### config.mk
export PLATFORM = sky130hd
export DESIGN_NAME = ntc_adc_trimmed_mean_filter_unit
export DESIGN_NICKNAME = d
export VERILOG_FILES = /design/src/sv/ntf_pkg.sv /design/src/sv/ntc_adc_trimmed_mean_filter_unit.sv /design/src/sv/ntf_filter.sv /design/src/sv/ntf_lookup.sv
export SDC_FILE = /design/constraint.sdc
export NUM_CORES = 1
export LEC_CHECK = 0
export BUFFER_PORTS_ARGS = -buffer_cell sky130_fd_sc_hd__buf_2
export CAP_MARGIN = 30
export CORE_MARGIN = 2
export CORE_UTILIZATION = 35
export CTS_CLUSTER_DIAMETER = 120
export DETAILED_ROUTE_END_ITERATION = 10
export GPL_ROUTABILITY_DRIVEN = 0
export SETUP_SLACK_MARGIN = 0.1
export SLEW_MARGIN = 20
export SYNTH_ARGS = -nofsm -noshare
export SYNTH_HDL_FRONTEND = slang
export SYNTH_SLANG_ARGS = --single-unit
### constraint.sdc
create_clock -name clk_i -period 12.7 [get_ports clk_i]
set_input_delay 1.905 -clock clk_i [delete_from_list [all_inputs] [get_ports clk_i]]
set_output_delay 1.905 -clock clk_i [all_outputs]
set_load 0.005 [all_outputs]
### src/sv/ntf_pkg.sv
// Shared types, constants and the thermistor ROM for the trimmed-mean ADC filter.
package ntf_pkg;

  localparam int unsigned TableLen  = 250;
  localparam int unsigned BlockLen  = 10;
  localparam int unsigned CfgIdxW   = 2;
  localparam int unsigned CfgDataW  = 6;

  // Register indexes of the configuration port
  typedef enum logic [CfgIdxW-1:0] {
    RegDirectMode    = 2'd0,
    RegInvertAverage = 2'd1,
    RegSettleTicks   = 2'd2,
    RegStableLimit   = 2'd3
  } cfg_reg_e;

  localparam logic [3:0] SettleTicksRst = 4'd10;
  localparam logic [5:0] StableLimitRst = 6'd50;
  localparam logic [7:0] HeldReadingRst = 8'd100;
  localparam logic [7:0] BlockMinRst    = 8'hff;

  typedef enum logic [1:0] {
    StIdle,
    StWalk,
    StOut
  } state_e;

  typedef struct packed {
    logic [7:0] sample;
    logic       channel_busy;
  } in_item_t;

  typedef struct packed {
    logic       reading_updated;
    logic [7:0] reading_code;
    logic [7:0] celsius;
    logic       reading_valid;
  } out_item_t;

  typedef struct packed {
    logic       direct_mode;
    logic       invert_average;
    logic [3:0] settle_ticks;
    logic [5:0] stable_limit;
  } cfg_t;

  // Filter status after one tick
  typedef struct packed {
    logic       updated;
    logic       need_lookup;
    logic [7:0] held_reading;
    logic       valid;
  } flt_stat_t;

  typedef struct packed {
    logic       start;
    logic [7:0] code;
  } lkp_req_t;

  typedef struct packed {
    logic       done;
    logic [7:0] celsius;
  } lkp_rsp_t;

  // Monotone thermistor curve; the last five entries read as 255
  localparam logic [7:0] NtcRom [256] = '{
    8'd3,   8'd4,   8'd4,   8'd4,   8'd4,   8'd5,   8'd5,   8'd5,   8'd5,   8'd6,
    8'd6,   8'd6,   8'd7,   8'd7,   8'd7,   8'd8,   8'd8,   8'd8,   8'd9,   8'd9,
    8'd10,  8'd10,  8'd10,  8'd11,  8'd11,  8'd12,  8'd12,  8'd13,  8'd14,  8'd14,
    8'd15,  8'd15,  8'd16,  8'd17,  8'd17,  8'd18,  8'd19,  8'd20,  8'd20,  8'd21,
    8'd22,  8'd23,  8'd24,  8'd24,  8'd25,  8'd26,  8'd27,  8'd28,  8'd29,  8'd30,
    8'd31,  8'd32,  8'd34,  8'd35,  8'd36,  8'd37,  8'd38,  8'd39,  8'd41,  8'd42,
    8'd43,  8'd45,  8'd46,  8'd47,  8'd49,  8'd50,  8'd52,  8'd53,  8'd55,  8'd56,
    8'd58,  8'd59,  8'd61,  8'd63,  8'd64,  8'd66,  8'd68,  8'd69,  8'd71,  8'd73,
    8'd74,  8'd76,  8'd78,  8'd80,  8'd82,  8'd83,  8'd85,  8'd87,  8'd89,  8'd91,
    8'd93,  8'd94,  8'd96,  8'd98,  8'd100, 8'd102, 8'd104, 8'd106, 8'd108, 8'd110,
    8'd112, 8'd113, 8'd115, 8'd117, 8'd119, 8'd121, 8'd123, 8'd125, 8'd127, 8'd129,
    8'd130, 8'd132, 8'd134, 8'd136, 8'd138, 8'd139, 8'd141, 8'd143, 8'd145, 8'd147,
    8'd148, 8'd150, 8'd152, 8'd153, 8'd155, 8'd157, 8'd158, 8'd160, 8'd162, 8'd163,
    8'd165, 8'd166, 8'd168, 8'd169, 8'd171, 8'd172, 8'd174, 8'd175, 8'd177, 8'd178,
    8'd179, 8'd181, 8'd182, 8'd183, 8'd185, 8'd186, 8'd187, 8'd188, 8'd190, 8'd191,
    8'd192, 8'd193, 8'd194, 8'd196, 8'd197, 8'd198, 8'd199, 8'd200, 8'd201, 8'd202,
    8'd203, 8'd204, 8'd205, 8'd206, 8'd207, 8'd208, 8'd209, 8'd209, 8'd210, 8'd211,
    8'd212, 8'd213, 8'd214, 8'd214, 8'd215, 8'd216, 8'd217, 8'd217, 8'd218, 8'd219,
    8'd219, 8'd220, 8'd221, 8'd221, 8'd222, 8'd223, 8'd223, 8'd224, 8'd224, 8'd225,
    8'd226, 8'd226, 8'd227, 8'd227, 8'd228, 8'd228, 8'd229, 8'd229, 8'd230, 8'd230,
    8'd231, 8'd231, 8'd232, 8'd232, 8'd232, 8'd233, 8'd233, 8'd234, 8'd234, 8'd234,
    8'd235, 8'd235, 8'd236, 8'd236, 8'd236, 8'd237, 8'd237, 8'd237, 8'd238, 8'd238,
    8'd238, 8'd239, 8'd239, 8'd239, 8'd239, 8'd240, 8'd240, 8'd240, 8'd240, 8'd241,
    8'd241, 8'd241, 8'd241, 8'd242, 8'd242, 8'd242, 8'd242, 8'd243, 8'd243, 8'd243,
    8'd243, 8'd243, 8'd244, 8'd244, 8'd244, 8'd244, 8'd244, 8'd245, 8'd245, 8'd245,
    8'd245, 8'd255, 8'd255, 8'd255, 8'd255, 8'd255
  };

endpackage

### src/sv/ntc_adc_trimmed_mean_filter_unit.sv
// Top level: trimmed-mean ADC filter with thermistor lookup, handshake and config port.
//
//   channel | signals                             | direction | payload
//   in      | in_valid_i / in_ready_o             | input     | in_data_i (sample, busy)
//   out     | out_valid_o / out_ready_i           | output    | out_data_o (one per tick)
//   cfg     | cfg_we_i, cfg_idx_i, cfg_wdata_i    | input     | register writes, no stall
//
// A tick without a table lookup passes the walk and output states before its result is registered.
// A tick that replaces the reading in lookup mode also waits in the walk state for the
// table walk, which compares one ROM entry per cycle.
// in_ready_o is high only while no tick is in work; a waiting result holds the block.
// Reset is asynchronous, active low; no clearing pass is needed.
module ntc_adc_trimmed_mean_filter_unit #(
  parameter int unsigned TABLE_LEN = ntf_pkg::TableLen
) (
  input  logic                          clk_i,
  input  logic                          rst_ni,
  input  logic                          in_valid_i,
  output logic                          in_ready_o,
  input  ntf_pkg::in_item_t             in_data_i,
  output logic                          out_valid_o,
  input  logic                          out_ready_i,
  output ntf_pkg::out_item_t            out_data_o,
  input  logic                          cfg_we_i,
  input  logic [ntf_pkg::CfgIdxW-1:0]   cfg_idx_i,
  input  logic [ntf_pkg::CfgDataW-1:0]  cfg_wdata_i
);
  import ntf_pkg::*;

  state_e    state_q, state_d;
  cfg_t      cfg_q;
  flt_stat_t stat;
  lkp_req_t  lkp_req;
  lkp_rsp_t  lkp_rsp;
  logic      in_xfer;
  logic      out_free;
  logic      out_load;
  logic      out_valid_q;
  out_item_t out_q;
  logic [7:0] celsius_q;

  assign in_xfer  = in_valid_i && in_ready_o;
  assign out_free = !out_valid_q || out_ready_i;

  // Configuration registers
  always_ff @(posedge clk_i or negedge rst_ni) begin
    if (!rst_ni) begin
      cfg_q.direct_mode    <= 1'b0;
      cfg_q.invert_average <= 1'b0;
      cfg_q.settle_ticks   <= SettleTicksRst;
      cfg_q.stable_limit   <= StableLimitRst;
    end else if (cfg_we_i) begin
      case (cfg_reg_e'(cfg_idx_i))
        RegDirectMode:    cfg_q.direct_mode    <= cfg_wdata_i[0];
        RegInvertAverage: cfg_q.invert_average <= cfg_wdata_i[0];
        RegSettleTicks:   cfg_q.settle_ticks   <= cfg_wdata_i[3:0];
        RegStableLimit:   cfg_q.stable_limit   <= cfg_wdata_i[5:0];
        default: ;
      endcase
    end
  end

  ntf_filter u_filter (
    .clk_i  (clk_i),
    .rst_ni (rst_ni),
    .step_i (in_xfer),
    .item_i (in_data_i),
    .cfg_i  (cfg_q),
    .stat_o (stat)
  );

  ntf_lookup #(
    .TABLE_LEN (TABLE_LEN)
  ) u_lookup (
    .clk_i  (clk_i),
    .rst_ni (rst_ni),
    .req_i  (lkp_req),
    .rsp_o  (lkp_rsp)
  );

  // Next state
  always_comb begin
    state_d = state_q;
    case (state_q)
      StIdle: begin
        if (in_xfer) state_d = StWalk;
      end
      StWalk: begin
        if (lkp_rsp.done || (!lkp_req.start && !stat.need_lookup)) state_d = StOut;
      end
      StOut: begin
        if (out_free) state_d = StIdle;
      end
      default: state_d = StIdle;
    endcase
  end

  // Outputs of the sequencer; the first walk cycle starts the lookup if needed
  logic walk_first_q;
  always_comb begin
    in_ready_o    = 1'b0;
    lkp_req.start = 1'b0;
    lkp_req.code  = stat.held_reading;
    out_load      = 1'b0;
    case (state_q)
      StIdle: in_ready_o = 1'b1;
      StWalk: lkp_req.start = walk_first_q && stat.need_lookup;
      StOut:  out_load = out_free;
      default: ;
    endcase
  end

  always_ff @(posedge clk_i or negedge rst_ni) begin
    if (!rst_ni) begin
      state_q      <= StIdle;
      walk_first_q <= 1'b0;
      celsius_q    <= '0;
      out_valid_q  <= 1'b0;
    end else begin
      state_q      <= state_d;
      walk_first_q <= in_xfer;
      if (lkp_rsp.done) begin
        celsius_q <= lkp_rsp.celsius;
      end
      if (out_load) begin
        out_valid_q <= 1'b1;
      end else if (out_ready_i) begin
        out_valid_q <= 1'b0;
      end
    end
  end

  // Hold the result for transfer
  always_ff @(posedge clk_i) begin
    if (out_load) begin
      out_q.reading_updated <= stat.updated;
      out_q.reading_code    <= stat.held_reading;
      out_q.celsius         <= celsius_q;
      out_q.reading_valid   <= stat.valid;
    end
  end

  assign out_valid_o = out_valid_q;
  assign out_data_o  = out_q;

`ifndef SYNTHESIS
  a_done_in_walk: assert property (@(posedge clk_i) disable iff (!rst_ni)
    lkp_rsp.done |-> (state_q == StWalk))
    else $error("lookup done outside walk");
  a_load_shows: assert property (@(posedge clk_i) disable iff (!rst_ni)
    out_load |=> out_valid_o)
    else $error("loaded result not shown");
  a_upd_valid: assert property (@(posedge clk_i) disable iff (!rst_ni)
    (out_valid_o && out_data_o.reading_updated) |-> out_data_o.reading_valid)
    else $error("updated reading without valid flag");
  a_one_in_flight: assert property (@(posedge clk_i) disable iff (!rst_ni)
    in_xfer |=> !in_ready_o)
    else $error("second tick taken while one is in work");
`endif

endmodule

### src/sv/ntf_filter.sv
// Settle counter, block min/max/sum accumulator, trimmed average and stability counter.
module ntf_filter (
  input  logic               clk_i,
  input  logic               rst_ni,
  input  logic               step_i,
  input  ntf_pkg::in_item_t  item_i,
  input  ntf_pkg::cfg_t      cfg_i,
  output ntf_pkg::flt_stat_t stat_o
);
  import ntf_pkg::*;

  logic [3:0]  settle_q, settle_d;
  logic [11:0] sum_q, sum_d;
  logic [3:0]  count_q, count_d;
  logic [7:0]  max_q, max_d;
  logic [7:0]  min_q, min_d;
  logic [7:0]  avg_q, avg_d;
  logic [7:0]  held_q, held_d;
  logic [5:0]  stable_q, stable_d;
  logic        valid_q, valid_d;
  logic        upd_q, upd_d;
  logic        lkp_q, lkp_d;

  logic [3:0]  settle_inc;
  logic [11:0] sum_n;
  logic [3:0]  count_n;
  logic [7:0]  max_n, min_n;
  logic [11:0] trim;
  logic [7:0]  avg_blk;
  logic [5:0]  stable_inc;

  // Next state of one tick
  always_comb begin
    settle_d = settle_q;
    sum_d    = sum_q;
    count_d  = count_q;
    max_d    = max_q;
    min_d    = min_q;
    avg_d    = avg_q;
    held_d   = held_q;
    stable_d = stable_q;
    valid_d  = valid_q;
    upd_d    = 1'b0;
    lkp_d    = 1'b0;

    settle_inc = (settle_q < cfg_i.settle_ticks) ? settle_q + 4'd1 : settle_q;
    sum_n      = sum_q + {4'd0, item_i.sample};
    count_n    = count_q + 4'd1;
    max_n      = (item_i.sample >= max_q) ? item_i.sample : max_q;
    min_n      = (item_i.sample <= min_q) ? item_i.sample : min_q;
    trim       = sum_n - {4'd0, min_n} - {4'd0, max_n};
    avg_blk    = cfg_i.invert_average ? ~trim[10:3] : trim[10:3];
    stable_inc = stable_q + 6'd1;

    if (item_i.channel_busy) begin
      settle_d = '0;
      stable_d = '0;
    end else begin
      settle_d = settle_inc;
      if (settle_inc >= cfg_i.settle_ticks) begin
        sum_d   = sum_n;
        count_d = count_n;
        max_d   = max_n;
        min_d   = min_n;
        // Close the block: drop min and max, average the rest
        if (count_n >= 4'(BlockLen)) begin
          sum_d   = '0;
          count_d = '0;
          max_d   = '0;
          min_d   = BlockMinRst;
          avg_d   = avg_blk;
          if (cfg_i.direct_mode) begin
            held_d  = avg_blk;
            valid_d = 1'b1;
            upd_d   = 1'b1;
          end
        end
        // Count mismatches before the held reading follows
        if (!cfg_i.direct_mode) begin
          stable_d = (held_q == avg_d) ? 6'd0 : stable_inc;
          if (stable_d >= cfg_i.stable_limit) begin
            stable_d = '0;
            held_d   = avg_d;
            valid_d  = 1'b1;
            upd_d    = 1'b1;
            lkp_d    = 1'b1;
          end
        end
      end
    end
  end

  // Control state
  always_ff @(posedge clk_i or negedge rst_ni) begin
    if (!rst_ni) begin
      settle_q <= '0;
      sum_q    <= '0;
      count_q  <= '0;
      max_q    <= '0;
      min_q    <= BlockMinRst;
      avg_q    <= '0;
      held_q   <= HeldReadingRst;
      stable_q <= '0;
      valid_q  <= 1'b0;
      upd_q    <= 1'b0;
      lkp_q    <= 1'b0;
    end else if (step_i) begin
      settle_q <= settle_d;
      sum_q    <= sum_d;
      count_q  <= count_d;
      max_q    <= max_d;
      min_q    <= min_d;
      avg_q    <= avg_d;
      held_q   <= held_d;
      stable_q <= stable_d;
      valid_q  <= valid_d;
      upd_q    <= upd_d;
      lkp_q    <= lkp_d;
    end
  end

  assign stat_o.updated      = upd_q;
  assign stat_o.need_lookup  = lkp_q;
  assign stat_o.held_reading = held_q;
  assign stat_o.valid        = valid_q;

`ifndef SYNTHESIS
  a_count_in_block: assert property (@(posedge clk_i) disable iff (!rst_ni)
    count_q < 4'(BlockLen))
    else $error("block count past block length");
  a_lookup_implies_update: assert property (@(posedge clk_i) disable iff (!rst_ni)
    lkp_q |-> (upd_q && valid_q))
    else $error("lookup request without reading update");
  a_update_sets_valid: assert property (@(posedge clk_i) disable iff (!rst_ni)
    upd_q |-> valid_q)
    else $error("update without valid flag");
`endif

endmodule

### src/sv/ntf_lookup.sv
// Table walk: one ROM compare per cycle to turn a reading into degrees Celsius.
module ntf_lookup #(
  parameter int unsigned TABLE_LEN = ntf_pkg::TableLen
) (
  input  logic              clk_i,
  input  logic              rst_ni,
  input  ntf_pkg::lkp_req_t req_i,
  output ntf_pkg::lkp_rsp_t rsp_o
);
  import ntf_pkg::*;

  localparam int unsigned CntW = $clog2(TABLE_LEN + 1);

  logic            busy_q, busy_d;
  logic [CntW-1:0] idx_q, idx_d;
  logic [7:0]      code_q, code_d;
  logic            advance;

  // Shared compare against the current ROM entry
  assign advance = busy_q && (idx_q < CntW'(TABLE_LEN)) && (code_q >= NtcRom[8'(idx_q)]);

  always_comb begin
    busy_d = busy_q;
    idx_d  = idx_q;
    code_d = code_q;
    if (req_i.start) begin
      busy_d = 1'b1;
      idx_d  = '0;
      code_d = req_i.code;
    end else if (advance) begin
      idx_d = idx_q + CntW'(1);
    end else if (busy_q) begin
      busy_d = 1'b0;
    end
  end

  always_ff @(posedge clk_i or negedge rst_ni) begin
    if (!rst_ni) begin
      busy_q <= 1'b0;
      idx_q  <= '0;
    end else begin
      busy_q <= busy_d;
      idx_q  <= idx_d;
    end
  end

  always_ff @(posedge clk_i) begin
    code_q <= code_d;
  end

  // Count of entries not above the code, less one when not zero
  assign rsp_o.done    = busy_q && !advance;
  assign rsp_o.celsius = (idx_q == '0) ? 8'd0 : 8'(idx_q - CntW'(1));

`ifndef SYNTHESIS
  a_no_restart: assert property (@(posedge clk_i) disable iff (!rst_ni)
    req_i.start |-> !busy_q)
    else $error("lookup started while walking");
  a_idx_bound: assert property (@(posedge clk_i) disable iff (!rst_ni)
    busy_q |-> (idx_q <= CntW'(TABLE_LEN)))
    else $error("walk index past table");
  a_done_ends: assert property (@(posedge clk_i) disable iff (!rst_ni)
    rsp_o.done |=> !busy_q)
    else $error("walk continues after done");
`endif

endmodule

### Word level (Yosys, flattened, before mapping)

Memory sizes are Yosys's and may differ from the RTL's.
Cells that the tools add are included.

| operators by class | value |
|---|---|
| equality and inequality tests | 11 |
| bitwise logic cells | 3 |
| add/subtract/negate cells | 8 |
| $lt $le $gt $ge | 9 |
| muxes and demuxes | 51 |
| reductions and logical operators | 25 |

Operator list:

| kind | number |
|---|---|
| $mux 8 | 17 |
| $mux 6 | 5 |
| $sub 11x8->11 | 2 |
| $mux 1 | 21 |
| $ge 8x8->1 | 2 |
| $add 12x8->12 | 1 |
| $mux 12 | 1 |
| $mux 4 | 3 |
| $ne 2x2->1 const B | 5 |
| $ge 9x9->1 const B | 1 |
| $not 8->9 | 1 |
| $reduce_and 3->1 | 3 |
| $add 4x1->4 const B | 2 |
| $add 8x1->8 const B | 1 |
| $eq 8x8->1 | 1 |
| $le 8x8->1 | 1 |
| $logic_not 8->1 | 1 |
| $lt 8x8->1 const B | 1 |
| $not 8->8 | 1 |
| $reduce_and 2->1 | 4 |
| $sub 8x1->8 const B | 1 |
| $add 6x1->6 const B | 1 |
| $eq 2x2->1 const B | 3 |
| $ge 6x6->1 | 1 |
| other kinds (12) | 27 |

| word-level totals | value |
|---|---|
| memories kept | 1 |
| bits in read-only memories | 2048 |
| bits of input ports | 22 |
| flip-flop bits (word level) | 120 |
| word-level logic and storage cells | 134 |
| output and inout bits | 20 |

Memories:

| name | depth | width | rd ports | clocked after Yosys merged registers in | write ports | line | RTL |
|---|---|---|---|---|---|---|---|
| (name not given) | 256 | 8 | 1 | 0 | 0 | ntf_lookup.sv:20 | `assign advance = busy_q && (idx_q < CntW'(TABLE_LEN)) && (code_q >= NtcRom[8'(idx_q)]);` |

### Depth between registers and ports, before layout

| logic depth | value |
|---|---|
| depth in word-level cells | 16 |
| gate-level depth with buffers | 33 |
| depth with buffers taken out | 32 |

### Hierarchy

Synthesis repeated with hierarchy kept, for this count alone.

| unflattened totals | value |
|---|---|
| cell total of the unflattened synthesis | 1009 |
| area, all modules | 9420.3 um^2 |

Modules (own cells, without submodules):

| module | times used | area each (um^2) | seq. area each (um^2) | cells each |
|---|---|---|---|---|
| ntf_filter | 1 | 4853.4 | 1515.2 | 528 |
| ntf_lookup | 1 | 3084.2 | 465.4 | 400 |
| ntc_adc_trimmed_mean_filter_unit | 1 | 1482.7 | 1147.4 | 81 |

### Worst setup path before layout

OpenSTA, ideal clock, no wires.

| path | value |
|---|---|
| path kind | input to register |
| start | input port in_data_i[1] in the netlist's numbering |
| end | register u_filter.stable_q[4] |
| arrival time | 8667 ps |
| buffers on the path | 0 |
| required time | 12633 ps |
| cell stages on the path | 32 |
| setup slack | 3966 ps |
| path through | inv_1 > ha_1 > nand2b_1 > a21o_1 > a21o_1 > a21o_1 > a21o_1 > a21oi_1 > o21ai_1 > mux2_2 > fa_1 > inv_1 > ha_1 > and3_2 > a221oi_4 > o21a_4 > a21oi_4 > xnor2_2 > or4_1 > o2111a_2 > and2_1 > or2_1 > ha_1 > nand2b_1 > a21o_1 > a21o_1 > a21o_1 > a21o_1 > a211oi_1 > nand2_1 > a2111oi_4 > a221o_1 |

| on the way | value |
|---|---|
| word-level cells in the longest chain between the ends | 16 |

RTL lines:

| what | line | RTL |
|---|---|---|
| start, declared | ntc_adc_trimmed_mean_filter_unit.sv:20 | `input ntf_pkg::in_item_t in_data_i,` |
| $le 8x8->1 | ntf_filter.sv:50 | `min_n = (item_i.sample <= min_q) ? item_i.sample : min_q;` |
| $mux 8 | ntf_filter.sv:50 |  |
| $sub 11x8->11 | ntf_filter.sv:51 | `trim = sum_n - {4'd0, min_n} - {4'd0, max_n};` |
| $sub 11x8->11 (*) | ntf_filter.sv:51 |  |
| $not 8->8 | ntf_filter.sv:52 | `avg_blk = cfg_i.invert_average ? ~trim[10:3] : trim[10:3];` |
| $mux 8 (*) | ntf_filter.sv:52 |  |
| $mux 8 (*) | ntf_filter.sv:66 | `if (count_n >= 4'(BlockLen)) begin` |
| $mux 8 (*) | ntf_filter.sv:60 | `if (settle_inc >= cfg_i.settle_ticks) begin` |
| $mux 8 (*) | ntf_filter.sv:55 | `if (item_i.channel_busy) begin` |
| $eq 8x8->1 (*) | ntf_filter.sv:80 | `stable_d = (held_q == avg_d) ? 6'd0 : stable_inc;` |
| $mux 6 (*) | ntf_filter.sv:80 |  |
| $ge 6x6->1 | ntf_filter.sv:81 | `if (stable_d >= cfg_i.stable_limit) begin` |
| $mux 6 (*) | ntf_filter.sv:81 |  |
| $mux 6 (*) | ntf_filter.sv:79 | `if (!cfg_i.direct_mode) begin` |
| $mux 6 (*) | ntf_filter.sv:60 |  |
| $mux 6 (*) | ntf_filter.sv:55 |  |
| end signal, assigned | ntf_filter.sv:115 | `stable_q <= stable_d;` |
| end, declared | ntf_filter.sv:19 | `logic [5:0] stable_q, stable_d;` |

Mark *: on every way between the ends. The rest lies on a longest branch, timed or not. The select of a mux whose other input is x is not followed.
A chain may end at the register's enable or synchronous reset.

### Worst setup path after layout

| path | value |
|---|---|
| start | input port in_data_i[1] in the netlist's numbering |
| end | register u_filter.stable_q[0] |

The elaborated chain is that of the path after synthesis.

==> metrics.txt <==
status=finished clean; number of setup buffers added after CTS=0; Clock Latency Late Sink=a little over 400 ps; Tightest Hold Check Type=reg -> reg; Finished Cell Area=slightly above 10000 um2; final hold viol count=0; number of diodes=0; worst slew pin tran=940.4 ps; CTS tree=done; global route overflow=0; Die Wd=164.2 um; Starting Density=35.65%; Power Density=287.6 nW/um2; Tot Pwr=0.002902 W; Core ar.=25180 um2; Clock Path Buffers=2; critical path startpoint=in_data_i[1]; vias in the first global route=7097; worst hold path depth=0; Final Skew=about 13 ps; Startpoint Class=input port; Clk pin slew, worst setup/hold paths=70 ps; initial antenna violation count=0; Endpoint, Worst Hold=out_data_o[7]; leak pwr=4.507 nW; row count=58; Area growth syn-to-layout=12.40%; ys flop type=dfrtp_1; I/O Pins=42; TritonCTS Sinks=119; multi-input logic area=5414 um2; max_cap viols=0; Slew Viols, Final=0; fin crit period=9247 ps; critical setup path kind=in -> reg; vias per inst=about 5.4; Yosys top cell by area=dfrtp_1; DRC errors left=0; clk root buf=clkbuf_16; first-pass GRT wire length=between 30000 and 40000 um; Post-synth ARST share=78.15%; H-tree depth=4; Arr. time, crit path=9600 ps; port bufs=41; ranking of synthesized cells by area=dfrtp_1 21%, ha_1 10%, edfxtp_1 8.7%, dfstp_2 4.7%, a21oi_1 4.2%; initial drt markers=481; fmax=about 110 MHz; post_cts resized=0; endpoints failing setup=0; share of layout cells above drive strength 1=15.74%; HPWL after DPL=15140 um; Seq cells post-synth=119; Max rail drop VDD=between 200 and 250 uV; number of nets still failing antenna checks after routing=0; Vias=7292; worst reg2reg path startpoint=u_filter.max_q[0]; largest net degree at the start of global routing=56; die area=26950 um2; post-synthesis cell count=977; part of the cycle the worst path needs=~73%; CP Max Fanout=8; Critical Path RT=about 13000 ps; Cell variety after synth=79; post-synthesis sequential area ratio=34.84%; top-count cell post-synth=nand2_1; Relative slew margins=37.24%; cts hold-fix bufs=0; CP max-delay cell=a211oi_1; Avg Inst Size Synth=9.189 um2; Synth Cell Area=~9000 um2; nets=1100; syn_nets=1080; Post-Route Utilization=between 40 and 50%; DP Area=9485 um2; RSZ-0062 raised after global routing=false; sequential cell area=between 3000 and 4000 um2; CP Capture Type=flip-flop; r2r endpoint=u_filter.stable_q[0]; Yosys Warn Count=0; min-delay src=celsius_q[6]; crit-path max cell delay=660 ps; top post-synthesis cells by count=94 x nand2_1, 77 x dfrtp_1, 75 x a21oi_1, 74 x ha_1, 68 x o21ai_0; Routed wire per std cell=about 16 um; Crit path top cell by count=a21o_1; Die H=about 160 um; drt pass-1 iters=5; number of synthesized flops with an enable pin=26; Yosys top cell area share=21.46%; setup TNS=0 ps; drt total wl=21370 um; CTS Buf Count=17; Worst R2R Setup Slack=between 4000 and 5000 ps; overall routing resource usage=16.67%; max reg flops=18; fillers=2499; R2R depth=31
==> cell families (layout without fill, tap and decap cells) <==
kind of cell / count (synthesis) / in the layout / share of synthesized area, %
mux: 49 / 49 / 6.606
buf+inv: 117 / 150 / 4.906
xor+xnor: 51 / 51 / 5.296
flops: 119 / 119 / 34.84
compound gates: 305 / 305 / 23.05
simple gates: 254 / 254 / 13.31
fa+ha+maj: 82 / 82 / 11.99
==> metrics by stage <==
| step | cells | setup WS (ps) | hold slack, ps |
|---|---|---|---|
| 6_report | 1340 | 3453 | 436.7 |
| 3_5_place_dp | 1307 | 3104 | 430.7 |
| 2_1_floorplan | 977 | 3966 | 417.4 |
| 5_1_grt | 1340 | 2915 | 442.6 |
| 4_1_cts | 1339 | 3472 | 440.5 |
| 3_3_place_gp | 1307 | 3195 | 428.0 |
==> power by group <==
part | switching, W | internal (W)
Combinational | 0.00100 | 0.000793
Clock | 0.000185 | 0.000303
Sequential | 0.0000971 | 0.000520
Total | 0.00129 | 0.00162
==> metal layers <==
layer / wire length [um] / vias up / GRT usage (%)
met5: 0 / - / 0
met4: 269 / 0 / 4.506
met3: 827 / 22 / 2.525
met2: 10540 / 152 / 28.60
met1: 9732 / 3502 / 21.83
li1: - / 3616 / -
==> cell type report <==
class                           instances  area share [%]
Sequential cell                       119           31.00
Clock inverter                         12           1.389
Clock buffer                           20           4.538
Tap cell                              330           4.092
Timing Repair Buffer                   52           2.877
Inverter                               66           2.455
Multi-Input combinational cell        741           53.65
==> cell usage in the layout, fill, tap and decap left out, types with 8 or more instances in the layout <==
cell and instances:
a21o_1 28, nor3_1 16, buf_4 12, nand2b_1 19, mux2_2 32, buf_2 40
o211ai_1 10, a211oi_1 13, xnor2_1 30, nor2b_1 8, clkbuf_16 18, dfrtp_1 77
nand2_1 94, a21oi_1 75, dfstp_2 16, xor2_1 18, o22ai_1 10, edfxtp_1 26
ha_1 74, inv_1 64, nand3_1 16, a22o_1 12, o311ai_0 8, o31ai_1 9
mux2i_1 12, nor2_1 63, o21ai_0 68
==> how the worst max path moves through the flow <==
stage	to	slack (ps)	depth (start not counted)
finish	u_filter.stable_q[0]	3450	33
global route	u_filter.stable_q[0]	2920	33
CTS	u_filter.stable_q[5]	3470	33
detailed placement	u_filter.stable_q[0]	3100	33
global placement	u_filter.stable_q[0]	3200	33
floorplan	u_filter.stable_q[4]	3970	32
==> worst max-delay path: cells and delay by family <==
family          cells  cell delay [ps]
buf+inv             3              220
xor+xnor            1              150
simple gates        7             1650
mux                 2              590
compound gates     16             3640
fa+ha+maj           4             1390
Power figures use the tool's default switching activity.
